## src/hw/rtl/qau_fifo.sv

```systemverilog
// ----------------------------------------------------------------------------
// qau_fifo
// Short queue between the front end and the arithmetic pipeline.
// ----------------------------------------------------------------------------
module qau_fifo #(
	parameter int DEPTH = 4,
	parameter int WIDTH = 8
) (
	input  logic                         clk,
	input  logic                         arst_n,
	input  logic                         push,
	input  logic [WIDTH-1:0]             wdata,
	input  logic                         pop,
	output logic [WIDTH-1:0]             rdata,
	output logic                         full,
	output logic                         empty,
	output logic [$clog2(DEPTH+1)-1:0]   count
);

	localparam int PW = (DEPTH > 1) ? $clog2(DEPTH) : 1;
	localparam int CW = $clog2(DEPTH + 1);

	logic [WIDTH-1:0] mem_q [DEPTH];
	logic [PW-1:0]    wr_q;
	logic [PW-1:0]    rd_q;
	logic [CW-1:0]    cnt_q;
	logic             do_push;
	logic             do_pop;

	assign full    = (cnt_q == CW'(DEPTH));
	assign empty   = (cnt_q == '0);
	assign count   = cnt_q;
	assign do_push = push && !full;
	assign do_pop  = pop && !empty;
	assign rdata   = mem_q[rd_q];

	function automatic logic [PW-1:0] wrap(input logic [PW-1:0] p);
		return (p == PW'(DEPTH - 1)) ? '0 : p + PW'(1);
	endfunction

	always_ff @(posedge clk or negedge arst_n) begin
		if (!arst_n) begin
			wr_q  <= '0;
			rd_q  <= '0;
			cnt_q <= '0;
		end else begin
			if (do_push) begin
				wr_q <= wrap(wr_q);
			end
			if (do_pop) begin
				rd_q <= wrap(rd_q);
			end
			if (do_push && !do_pop) begin
				cnt_q <= cnt_q + CW'(1);
			end else if (do_pop && !do_push) begin
				cnt_q <= cnt_q - CW'(1);
			end
		end
	end

	always_ff @(posedge clk) begin
		if (do_push) begin
			mem_q[wr_q] <= wdata;
		end
	end

endmodule

```

## config.mk

```make
export PLATFORM = sky130hd
export DESIGN_NAME = qau_fifo
export DESIGN_NICKNAME = d
export VERILOG_FILES = /design/src/hw/rtl/qau_fifo.sv
export SDC_FILE = /design/constraint.sdc
export NUM_CORES = 1
export LEC_CHECK = 0
export BUFFER_PORTS_ARGS = -buffer_cell sky130_fd_sc_hd__buf_2
export CAP_MARGIN = 20
export CORE_MARGIN = 2
export CORE_UTILIZATION = 45
export DETAILED_ROUTE_END_ITERATION = 16
export PLACE_DENSITY = 0.74
export SLEW_MARGIN = 20
export SYNTH_ARGS = -nofsm -noshare
export SYNTH_HDL_FRONTEND = slang
export SYNTH_SLANG_ARGS = --single-unit
```

## constraint.sdc

```tcl
create_clock -name clk -period 2.77 [get_ports clk]
set_clock_uncertainty 0.15 [all_clocks]
set_input_delay 0 -clock clk [delete_from_list [all_inputs] [get_ports clk]]
set_output_delay 0 -clock clk [all_outputs]
set_load 0.05 [all_outputs]
```

# Yosys cells after proc, flatten, opt, wreduce, memory -nomap -nowiden
# Memories as Yosys holds them, arrays and structs flattened.
# Cells that the tools add are included.
[word_totals] ramBits=32 n_memories=1 regBits=7 output_inout_bits=13 wordCells=27
[classes] n_mux=6 n_addsub=4 eq_ne=3 reduce_logical=10
[memory_table] name="mem_q" depth=4 width=8 read_ports=1 rd_ports_with_merged_regs=0 wr=1 line_no="23" text="logic [WIDTH-1:0] mem_q [DEPTH];"
[op_table] op="2-to-1 mux 3 bit" n=2
[op_table] op="adder 2 x 1 -> 2 bit (second input constant)" n=2
[op_table] op="equality test 2 bit (second input constant)" n=2
[op_table] op="logical AND 1 bit" n=4
[op_table] op="zero test 1 bit" n=4
[op_table] op="2-to-1 mux 2 bit" n=2
[op_table] op="adder 3 x 1 -> 3 bit (second input constant)" n=1
[op_table] op="equality test 3 bit (second input constant)" n=1
[op_table] op="zero test 3 bit" n=1
[op_table] op="subtractor 3 x 1 -> 3 bit (second input constant)" n=1
[op_table] op="2-to-1 mux 1 bit" n=2
[op_table] op="nonzero test 2 bit" n=1

# Logic depth before layout (Yosys ltp)
[logic_depth] ltp_word=7 ltp_mapped=8

# Worst setup path after synthesis
# No wires, ideal clock.
[synth_path] path_type="register -> register" from="reg cnt_q[0] (netlist: count[0])" to="reg cnt_q[2] (netlist: count[2])" slack_ps=-643 stages_incl_launch_ff=9 period_less_slack_ps=3413 arrival_ps=3181 path_cell_list="dfrtp_1 > nor3_1 > nand2b_4 > ha_1 > inv_1 > fa_1 > xor2_1 > nor2_1 > xor2_1"
[synth_via] elab_chain_cells=6 elab_cells_between_ends=15 classes_between="2 x add/sub; 1 x eq/ne; 2 x mux; 10 x reduce/logical"
[synth_rtl] item="start: declaration" line_no="26" text="logic [CW-1:0] cnt_q;"
[synth_rtl] item="start signal: assignment" line_no="54" text="cnt_q <= cnt_q + CW'(1);"
[synth_rtl] item="start signal: assignment" line_no="56" text="cnt_q <= cnt_q - CW'(1);"
[synth_rtl] item="zero test 3 bit (*)" line_no="31" text="assign empty = (cnt_q == '0);"
[synth_rtl] item="net empty" line_no="16" text="output logic empty,"
[synth_rtl] item="zero test 1 bit (*)" line_no="34" text="assign do_pop = pop && !empty;"
[synth_rtl] item="logical AND 1 bit (*)" line_no="34"
[synth_rtl] item="zero test 1 bit" line_no="53" text="if (do_push && !do_pop) begin"
[synth_rtl] item="logical AND 1 bit" line_no="53"
[synth_rtl] item="2-to-1 mux 3 bit or nonzero test 2 bit (tied branches)"
# Mark *: on every way through the listed nets, which the timed path passes. The rest lies on a longest branch. The select of a mux whose other input is x is not followed.
# A chain may end at the register's enable or synchronous reset.

# Worst setup path after layout
[layout_path] from="reg cnt_q[1] (netlist: count[1])" to="reg cnt_q[1] (netlist: count[1])"
[layout_via] elab_chain_cells=6 elab_cells_between_ends=15 classes_between="2 x add/sub; 1 x eq/ne; 2 x mux; 10 x reduce/logical"
[layout_rtl] item="equality test 3 bit (*)" line_no="30" text="assign full = (cnt_q == CW'(DEPTH));"
[layout_rtl] item="zero test 1 bit (*)" line_no="33" text="assign do_push = push && !full;"
[layout_rtl] item="logical AND 1 bit (*)" line_no="33"
[layout_rtl] item="net do_push" line_no="27" text="logic do_push;"
[layout_rtl] item="zero test 1 bit" line_no="55" text="end else if (do_pop && !do_push) begin"
[layout_rtl] item="logical AND 1 bit" line_no="55"
[layout_rtl] item="nonzero test 2 bit (no line)"
# Marks and branches as above.

==> flow_summary.yaml <==
worst_setup_path:
  ff2ff_setup_slack_ns: 0.62
  start_kind: "flip-flop"
  end_kind: "flip-flop"
  cp.arrival_ns: 2.25
  worstRegToRegCells: 6
  worstSetupPathType: "reg -> reg"
  r2r_end: "count[1]"
  crit_path_end: "count[1]"
  worstSetupStartpoint: "count[1]"
  r2r_start: "count[1]"
  critical_path_peak_fanout: 6
  critPathRequiredTime_ns: 2.87
cells_and_area:
  nets: 139
  stdcell_area_sq_mm: 0.00202
  most-common-layout-cells: "32 x edfxtp_1, 24 x buf_2, 12 x dlygate4sd3_1"
  final_common_cell: "edfxtp_1"
  n_antenna_cell: 0
  area_growth_pct: 25.1
  drive_gt1_frac: 0.405
clock_tree:
  cts-root-buf: "clkbuf_4"
  post_cts_buffers: 0
  clockBufferDepth: 2
  clock_sinks: 39
  cts_buffers: 5
  cts_htree_levels: 2
  clkLatencyLatePin_ns: 0.35
  cts_tree: "built"
  cts.reportedPaths.clkPinSlew_ns: 0.11
route:
  ant_nets: 0
  vias: 805
  drc: 0
  first_pass_iters: 4
  viasPerCell: 4.82
  routed_wl_microns: 2470
  drt_iter0_drc: 52
  wire_per_inst_microns: 14.8
placement:
  gp_congestion: 0.725
  dp_hpwl_microns: 1700
  placed_cell_area_sq_mm: 0.00180
  numPortBuffers: 24
sta:
  fin_crit_ns: 2.15
  setup_viol: 0
  setup_tns_ns: 0
  slew_headroom: 0.478
  slew_viol_final: 0
  max_freq_mhz: 465
  worst_slew_pin_slew_ns: 0.779
  rsz0062_at_grt: "false"
  hold_viol_final: 0
  finalCritPeriodShare: 0.777
yosys:
  yosysWarnings: 0
  syn_inst: 79
  synth_nets: 98
  syn_area_sq_mm: 0.00162
  synth_area_per_cell_sq_um: 20.5
  ys_seq_area_frac: 0.702
  ys_seq_elements: 39
  synth.distinct_cells: 19
grt:
  grt_pass1_vias: 791
  grt_usage: 0.137
  grt_pass1_wl_microns: 3950
  grt_antenna_before_repair: 0
  grt-ovfl-total: 0
  grt_max_degree: 14
worst_hold_path:
  hp-class: "in -> reg"
  hp-start: "wdata[4]"
floorplanning:
  start_util: 0.477
  io_pins: 25
  die_width_microns: 64.0
  coreArea_sq_mm: 0.00339
  num_rows: 21
  die_h_microns: 64.0
  fp.dieArea_sq_mm: 0.00409
run:
  drv_cap: 0
pwr:
  leakage_uw: 0.000782
  power_density_mw_per_mm2: 1200
  max-vdd-ir-drop_uv: 416
run_status:
  status: "finished, final reports clean"
==> metal layers <==
layer / share of wire / up-vias / wire (microns) / GRT usage
li1: - / 388 / - / -
met1: 0.43 / 396 / 1060 / 0.163
met2: 0.50 / 16 / 1240 / 0.215
met3: 0.054 / 5 / 133 / 0.0634
met4: 0.017 / 0 / 42 / 0.0571
met5: 0 / - / 0 / 0
==> layout make-up <==
type                            count  area [sq um]
Clock buffer                        5          37.5
Fill cell                         244          1370
Sequential cell                    39          1140
Multi-Input combinational cell     35           473
Clock inverter                      3          67.6
Timing Repair Buffer               36           240
Inverter                            3          11.3
Tap cell                           46          57.6
==> critical path: stages, from the launching register on <==
cell and delay, ns:
dfrtp_1 0.49, nor3b_4 0.30, nor2b_4 0.10, ha_1 0.23
inv_1 0.08, fa_1 0.42, mux2_2 0.27
==> power by group <==
group          leakage [uW]  switching, uW  internal [uW]
combinational      0.000355            632            386
sequential         0.000375            157            793
clock             0.0000514            180            281
==> cells in the mapped netlist, drive strengths merged <==
cell,count,area share
inv,3,0.0070
fa,1,0.012
edfxtp,32,0.59
buf,1,0.0031
clkbuf,1,0.0023
nor2,4,0.0093
mux4,8,0.11
nor3b,1,0.012
nor2b,1,0.0085
nand2b,1,0.0085
xor2,2,0.011
xnor2,1,0.0054
ha,6,0.046
nor3,1,0.0031
mux2,5,0.044
and2,3,0.012
dfrtp,7,0.11
nand2,1,0.0023
==> state kept, by name, summed over array words and instances, names as in the netlist <==
register  flops
count         3
rd_q          2
wr_q          2
mem_q        32
==> metrics by stage <==
stage,setup WS [ns],power [uW],cells,hold WS (ns),util
3_3_place_gp,0.673,1960,147,-0.311,0.530
2_1_floorplan,0.0628,1770,79,-0.446,-
4_1_cts,0.607,2460,167,0.224,0.597
5_1_grt,0.499,2540,167,0.235,0.597
6_report,0.617,2430,167,0.241,0.597
3_5_place_dp,0.629,1990,147,-0.309,0.530
==> kinds of logic (layout without fill, tap and decap cells) <==
| family | count (synthesis) | after routing | synth area share |
|---|---|---|---|
| flip-flops | 39 | 39 | 0.702 |
| AND/OR/NAND/NOR | 12 | 12 | 0.0549 |
| buffers and inverters | 5 | 47 | 0.0124 |
| adder cells (fa/ha/maj) | 7 | 7 | 0.0588 |
| XOR/XNOR | 3 | 3 | 0.0162 |
| multiplexers | 13 | 13 | 0.155 |
==> how the worst min path moves through the flow <==
stage / end / slack (ns) / cells after the start
floorplan: count[0] / -0.45 / 0
global placement: count[2] / -0.31 / 1
detailed placement: rd_q[0] / -0.31 / 1
CTS: mem_q[0][3] / 0.22 / 2
global route: mem_q[1][5] / 0.24 / 2
finish: mem_q[1][4] / 0.24 / 2
==> repair_timing <==
item                      CTS  global route
resized for setup           0             0
hold buffers               12             0
hold endpoints to repair   44             0
(Power assumes the default switching activity.)
