--- config.mk ---
export PLATFORM = sky130hd
export DESIGN_NAME = qau_front
export DESIGN_NICKNAME = d
export VERILOG_FILES = /design/src/hw/rtl/qau_pkg.sv /design/src/hw/rtl/qau_front.sv
export SDC_FILE = /design/constraint.sdc
export NUM_CORES = 1
export LEC_CHECK = 0
export BUFFER_PORTS_ARGS = -buffer_cell sky130_fd_sc_hd__clkbuf_2
export CAP_MARGIN = 20
export CORE_UTILIZATION = 34
export CTS_CLUSTER_DIAMETER = 30
export CTS_CLUSTER_SIZE = 8
export DETAILED_ROUTE_END_ITERATION = 8
export GPL_TIMING_DRIVEN = 0
export HOLD_SLACK_MARGIN = 0.02
export PLACE_DENSITY_LB_ADDON = 0.2
export SLEW_MARGIN = 20
export SYNTH_ARGS = -nofsm -noshare
export SYNTH_HDL_FRONTEND = slang
export SYNTH_SLANG_ARGS = --single-unit
--- constraint.sdc ---
create_clock -name clk -period 27.7 [get_ports clk]
set_input_delay 1.385 -clock clk [delete_from_list [all_inputs] [get_ports clk]]
set_output_delay 1.385 -clock clk [all_outputs]
set_load 0.05 [all_outputs]
--- src/hw/rtl/qau_pkg.sv ---
// ----------------------------------------------------------------------------
// qau_pkg
// Shared types, command codes and helpers of the quaternion arithmetic unit.
// ----------------------------------------------------------------------------
package qau_pkg;

	typedef enum logic [2:0] {
		CMD_MUL   = 3'd0,
		CMD_CONJ  = 3'd1,
		CMD_ROT   = 3'd2,
		CMD_NORM  = 3'd3,
		CMD_BLEND = 3'd4,
		CMD_MAG   = 3'd5
	} cmd_t;

	localparam int          NORM_GUARD = 15;
	localparam int          SQRT_N     = 32;
	localparam int          SQRT_W     = 2 * SQRT_N;
	localparam int          SAT_W      = 40;
	localparam logic [16:0] BLEND_ONE  = 17'd65536;

	// operation class set by the front end
	typedef struct packed {
		logic ham;
		logic conj;
		logic norm;
		logic blend;
	} op_t;

	typedef struct packed {
		op_t              op;
		logic [3:0][15:0] a;
		logic [3:0][15:0] b;
		logic [3:0][16:0] p;
		logic [3:0][16:0] q;
		logic [16:0]      t;
		logic [16:0]      u;
	} item_t;

	// carried alongside the square roots
	typedef struct packed {
		op_t              op;
		logic [3:0][15:0] rq;
		logic [3:0]       neg;
		logic [3:0][15:0] absv;
		logic             zero;
	} sq_side_t;

	// carried alongside the dividers
	typedef struct packed {
		op_t              op;
		logic [3:0][15:0] rq;
		logic [3:0]       neg;
		logic             zero;
		logic [15:0]      norm;
	} dv_side_t;

	function automatic logic [15:0] sat_s16(input logic signed [SAT_W-1:0] v);
		logic [15:0] r;
		if (v > 40'sd32767) begin
			r = 16'h7FFF;
		end else if (v < -40'sd32768) begin
			r = 16'h8000;
		end else begin
			r = v[15:0];
		end
		return r;
	endfunction

endpackage

--- src/hw/rtl/qau_front.sv ---
// ----------------------------------------------------------------------------
// qau_front
// Input register: decodes the command, forms product operands, clamps t.
// ----------------------------------------------------------------------------
module qau_front (
	input  logic                clk,
	input  logic                arst_n,
	input  logic                in_valid,
	output logic                in_stall,
	input  logic [2:0]          command,
	input  logic signed [15:0]  a_w,
	input  logic signed [15:0]  a_x,
	input  logic signed [15:0]  a_y,
	input  logic signed [15:0]  a_z,
	input  logic signed [15:0]  b_w,
	input  logic signed [15:0]  b_x,
	input  logic signed [15:0]  b_y,
	input  logic signed [15:0]  b_z,
	input  logic [16:0]         blend,
	input  logic                q_full,
	output logic                push,
	output qau_pkg::item_t      item
);

	logic           valid_q;
	qau_pkg::item_t item_q;
	qau_pkg::item_t dec;
	logic           load;

	assign in_stall = valid_q && q_full;
	assign push     = valid_q && !q_full;
	assign load     = in_valid && !in_stall;
	assign item     = item_q;

	always_comb begin
		dec      = '0;
		dec.a    = {a_z, a_y, a_x, a_w};
		dec.b    = {b_z, b_y, b_x, b_w};
		dec.p[0] = 17'(a_w);
		dec.p[1] = 17'(a_x);
		dec.p[2] = 17'(a_y);
		dec.p[3] = 17'(a_z);
		dec.q[0] = 17'(b_w);
		dec.q[1] = 17'(b_x);
		dec.q[2] = 17'(b_y);
		dec.q[3] = 17'(b_z);
		dec.t    = (blend > qau_pkg::BLEND_ONE) ? qau_pkg::BLEND_ONE : blend;
		dec.u    = qau_pkg::BLEND_ONE - dec.t;
		case (qau_pkg::cmd_t'(command))
			qau_pkg::CMD_MUL: begin
				dec.op.ham = 1'b1;
			end
			qau_pkg::CMD_ROT: begin
				// b * conj(a), conj kept at 17 bits
				dec.op.ham = 1'b1;
				dec.p[0]   = 17'(b_w);
				dec.p[1]   = 17'(b_x);
				dec.p[2]   = 17'(b_y);
				dec.p[3]   = 17'(b_z);
				dec.q[0]   = 17'(a_w);
				dec.q[1]   = -17'(a_x);
				dec.q[2]   = -17'(a_y);
				dec.q[3]   = -17'(a_z);
			end
			qau_pkg::CMD_CONJ: begin
				dec.op.conj = 1'b1;
			end
			qau_pkg::CMD_NORM: begin
				dec.op.norm = 1'b1;
			end
			qau_pkg::CMD_BLEND: begin
				dec.op.norm  = 1'b1;
				dec.op.blend = 1'b1;
			end
			default: begin
			end
		endcase
	end

	always_ff @(posedge clk or negedge arst_n) begin
		if (!arst_n) begin
			valid_q <= 1'b0;
		end else if (load) begin
			valid_q <= 1'b1;
		end else if (push) begin
			valid_q <= 1'b0;
		end
	end

	always_ff @(posedge clk) begin
		if (load) begin
			item_q <= dec;
		end
	end

endmodule

; ---- Word-level counts from Yosys, hierarchy flattened
; Index checks and enable logic that the tools add are counted.
[classes]
eq_ne = 4
n_mux = 8
reduce_logical = 9
add_sub_neg = 4
n_lt_le_gt_ge = 1
[ops]
columns = cell, count
row1 = 136-bit 2-to-1 mux, 1
row2 = 16-bit negation with 17-bit output, 3
row3 = "17-bit > comparator, second input constant", 1
row4 = 17-bit 2-to-1 mux, 1
row5 = "17-bit subtractor, first input constant", 1
row6 = "3-bit by 2-bit equality test with 1-bit output, second input constant", 2
row7 = 1-bit 2-to-1 mux, 6
row8 = 2-bit OR reduction, 2
row9 = "3-bit by 1-bit equality test with 1-bit output, second input constant", 1
row10 = "3-bit equality test, second input constant", 1
row11 = 1-bit logical AND, 3
row12 = 3-bit zero test, 1
row13 = 1-bit zero test, 2
row14 = 2-bit nonzero test, 1
[totals]
output_inout_bits = 304
register_bits = 303
input_bits = 152

; ---- Depth between registers and ports, before layout
[depth]
word_depth = 4
mapped_depth = 11
ltp_nobuf = 9

; ---- Least setup slack after synthesis
; No wires, ideal clock.
[synth_timing]
path_kind = input -> register
from = input port q_full
to = register item_q (netlist bit item[100]), enable pin
slack_ns = 12.061
stages = 2
t_arrival_ns = 14.652
setup_time_ns = 0.987
path_cell_list = and2_1 > nor2b_1
[synth_via]
elab_chain_len = 3
[synth_rtl]
columns = element, line
row1 = start: declaration, qau_front.sv:20  ; input logic q_full,
row2 = 1-bit logical AND, qau_front.sv:30  ; assign in_stall = valid_q && q_full;
row3 = 1-bit zero test, qau_front.sv:32  ; assign load = in_valid && !in_stall;
row4 = 1-bit logical AND, qau_front.sv:32
row5 = named net load, qau_front.sv:28  ; logic load;
row6 = end signal: assignment, qau_front.sv:92  ; item_q <= dec;
row7 = end: declaration, qau_front.sv:26  ; qau_pkg::item_t item_q;
; The timed path passes the listed nets, and every way through them passes these cells.
; A chain may end at the register's enable or synchronous reset.

==> impl_metrics.json <==
{
  "outcome": "complete, no violations",
  "worst_pin_slew_ps": 926,
  "fmax_mhz": 281,
  "grt_first_pass_wirelength_um": 49400,
  "grtUsageTotal_pct": 18.9,
  "final_layout_size_suffix_gt1_share_pct": 51.9,
  "grt_util_met1_pct": 21.1,
  "ys_seq_area_share_pct": 75.7,
  "ys_seq_elements": 297,
  "r2r-end": "item[195]$_DFFE_PP_",
  "fp-row-count": 67,
  "fin_cells": 1754,
  "antenna_found_initial": 2,
  "ctsResizeCount": 0,
  "synth.avg_cell_area_um2": 16.6,
  "cts_setup_buffers": 0,
  "cp-end-kind": "register",
  "drt_first_iter_violations": 427,
  "dp_cells": 1626,
  "crit_cells": 11,
  "rsz0062_at_grt": "no",
  "start_util_pct": 34.8,
  "drc_errors": 0,
  "yosysTopAreaCell": "edfxtp_1",
  "synth_area_um2": 11800,
  "path_clk_slew_ps": 40,
  "grt.busiest_layer": "met2",
  "routed_wirelength_um": 33700,
  "slew_headroom_pct": 38.3,
  "synth.distinct_cells": 53,
  "fin_worst_skew_ps": 17.9,
  "cpPeakStageDelay_ps": 520,
  "cts-buffers-inserted": 71,
  "clock-root-buffer": "clkbuf_16",
  "worst-setup-path-type": "in2reg",
  "h-tree-depth": 3,
  "drv_cap": 0,
  "diodes": 0,
  "required_ps": 28100,
  "grt_pass1_vias": 8191,
  "grt-ovfl-total": 0,
  "grt_max_degree": 30,
  "die_w_um": 188,
  "insertion_delay_ps": 570,
  "critPathArrivalTime_ps": 3960,
  "layout.nets": 1407,
  "powerDensity_nw_per_um2": 88.5,
  "synth_area_leaders": "edfxtp_1 (76%), mux2_2 (7.9%), nand2_1 (2.1%)",
  "coreArea_um2": 33800,
  "clockBufferDepth": 3,
  "setup_viol_count_final": 0,
  "drv_slew": 0,
  "synth_edf_count": 296,
  "setup_tns_ps": 0,
  "gr-usage-met3_pct": 7.15,
  "die_area_um2": 35400,
  "reg2reg_depth": 7,
  "ir_worst_vdd_uv": 49.1,
  "total_power_uw": 1530,
  "wl_per_cell_um": 19.2,
  "finalHoldViolations": 0,
  "crit_fanout": 10,
  "cts_tree": "done",
  "fin_crit_sh_pct": 12.9,
  "synth_commonest_cells": "edfxtp_1 (296), mux2_2 (83), nand2_1 (65), o21ai_0 (48), nor2_1 (27)",
  "rrSetupSlack_ps": 25450,
  "vias": 8140,
  "post-synth-top-area-fraction_pct": 75.5,
  "place.gp.congestion": 0.807,
  "crit_buf_inv": 4,
  "ys_async_sr_fraction_pct": 0.337,
  "yosysMostFrequentCell": "edfxtp_1",
  "drt-pass1-iter-count": 5,
  "hp-class": "in2async",
  "syn_inst": 710,
  "hold_buffers": 0,
  "r2r_start": "valid_q$_DFFE_PN0P_",
  "nFillCells": 2942,
  "fin_crit_ps": 3560,
  "synth.net_count": 866,
  "worstSetupStartpointType": "primary input",
  "ios": 456,
  "synthFlopType": "edfxtp_1",
  "crit_chain": "clkbuf_2 > nor4_4 > nand4_1 > o21ai_2 > buf_6 > nand2_1 > ha_1 > clkbuf_8 > inv_1 > or2b_1 > o211ai_1",
  "use_met2_pct": 32.6,
  "p_leak_uw": 0.00717,
  "viasPerCell": 4.64,
  "die_h_um": 188,
  "dp_hpwl_um": 25100,
  "crit_family": "simple AND/OR/NAND/NOR gates",
  "ant_nets": 0,
  "portBuffers": 455,
  "yosysWarnings": 0,
  "areaGrowthSynthToFinish_pct": 46.8,
  "cts_sinks": 297,
  "slowest_stage": "nor4_4"
}
-- through the flow --
| stage | setup slack, ps | utilization (%) | instance area [um^2] | hold slack [ps] |
|---|---|---|---|---|
| after global routing | 23890 | 51.2 | 17300 | 580 |
| after CTS | 24070 | 51.2 | 17300 | 566 |
| after global placement | 6310 | 43.2 | 14600 | 599 |
| after floorplan | 12060 | - | 11800 | 985 |
| final | 24140 | 51.2 | 17300 | 604 |
| after detailed placement | 23480 | 44.2 | 14900 | 693 |
-- sequential cells by signal, summed over array words and instances, names as in the netlist --
name     cells
item       296
valid_q      1
-- layer usage --
metal  up-vias  share of wire (%)
met5         -              0.068
met4         4                2.0
met3        50                9.1
met2       355                 51
met1      3910                 38
li1       3821                  -
-- how the worst max path moves through the flow --
stage	start	slack (ps)	endpoint
6_report	blend[2]	24140	item[10]$_DFFE_PP_
5_1_grt	command[2]	23890	item[85]$_DFFE_PP_
4_1_cts	command[2]	24070	item[51]$_DFFE_PP_
3_5_place_dp	command[2]	23480	item[51]$_DFFE_PP_
3_3_place_gp	q_full	6310	item[191]$_DFFE_PP_
2_1_floorplan	q_full	12060	item[100]$_DFFE_PP_
-- power breakdown --
group / leakage [uW] / switching, uW / total [uW] / internal, uW
Clock: 0.00113 / 255 / 804 / 549
Sequential: 0.00284 / 7.01 / 537 / 530
Combinational: 0.00320 / 144 / 190 / 45.5
Total: 0.00717 / 406 / 1530 / 1120
-- area by class of cell --
| class | count | area, um^2 | share of cell area, % |
|---|---|---|---|
| Timing Repair Buffer | 468 | 2590 | 15.0 |
| Tap cell | 448 | 561 | 3.24 |
| Sequential cell | 297 | 8910 | 51.6 |
| Inverter | 11 | 41.3 | 0.239 |
| Clock buffer | 78 | 1820 | 10.6 |
| Multi-Input combinational cell | 372 | 2670 | 15.4 |
| Buffer | 30 | 153 | 0.883 |
| Clock inverter | 50 | 532 | 3.08 |
-- cell families (layout without fill, tap and decap cells) --
group                      after synthesis  after routing  synth area share (%)
AOI/OAI and AO/OA                       70             70                  3.52
xor gates and xnor gates                41             41                  3.05
adders and majority gates                4              4                 0.425
buffers and inverters                   41            637                  1.65
DFF                                    297            297                  75.7
muxes                                   83             83                  7.94
and+or+nand+nor                        174            174                  7.69
-- cell usage in the layout, fill, tap and decap left out, types with 6 or more instances in the layout --
| cell | n |
|---|---|
| buf_12 | 6 |
| buf_16 | 7 |
| buf_4 | 6 |
| bufinv_16 | 8 |
| clkbuf_1 | 27 |
| clkbuf_16 | 72 |
| clkbuf_2 | 455 |
| clkinv_1 | 14 |
| clkinv_2 | 8 |
| clkinv_4 | 6 |
| clkinvlp_4 | 8 |
| edfxtp_1 | 296 |
| inv_1 | 11 |
| mux2_2 | 83 |
| nand2_1 | 65 |
| nand3_1 | 7 |
| nor2_1 | 27 |
| nor2b_1 | 12 |
| nor3_1 | 11 |
| nor4_1 | 11 |
| o21ai_0 | 48 |
| o31ai_1 | 8 |
| xnor2_1 | 17 |
| xor2_1 | 24 |
-- worst register-to-register path, stage by stage (launching register included) --
cell	delay [ps]
dfrtp_1	360
and2_1	200
nor2b_4	410
buf_16	210
buf_16	180
buf_12	210
buf_16	180
buf_12	200
No activity file was read; power rests on OpenSTA's default activity.
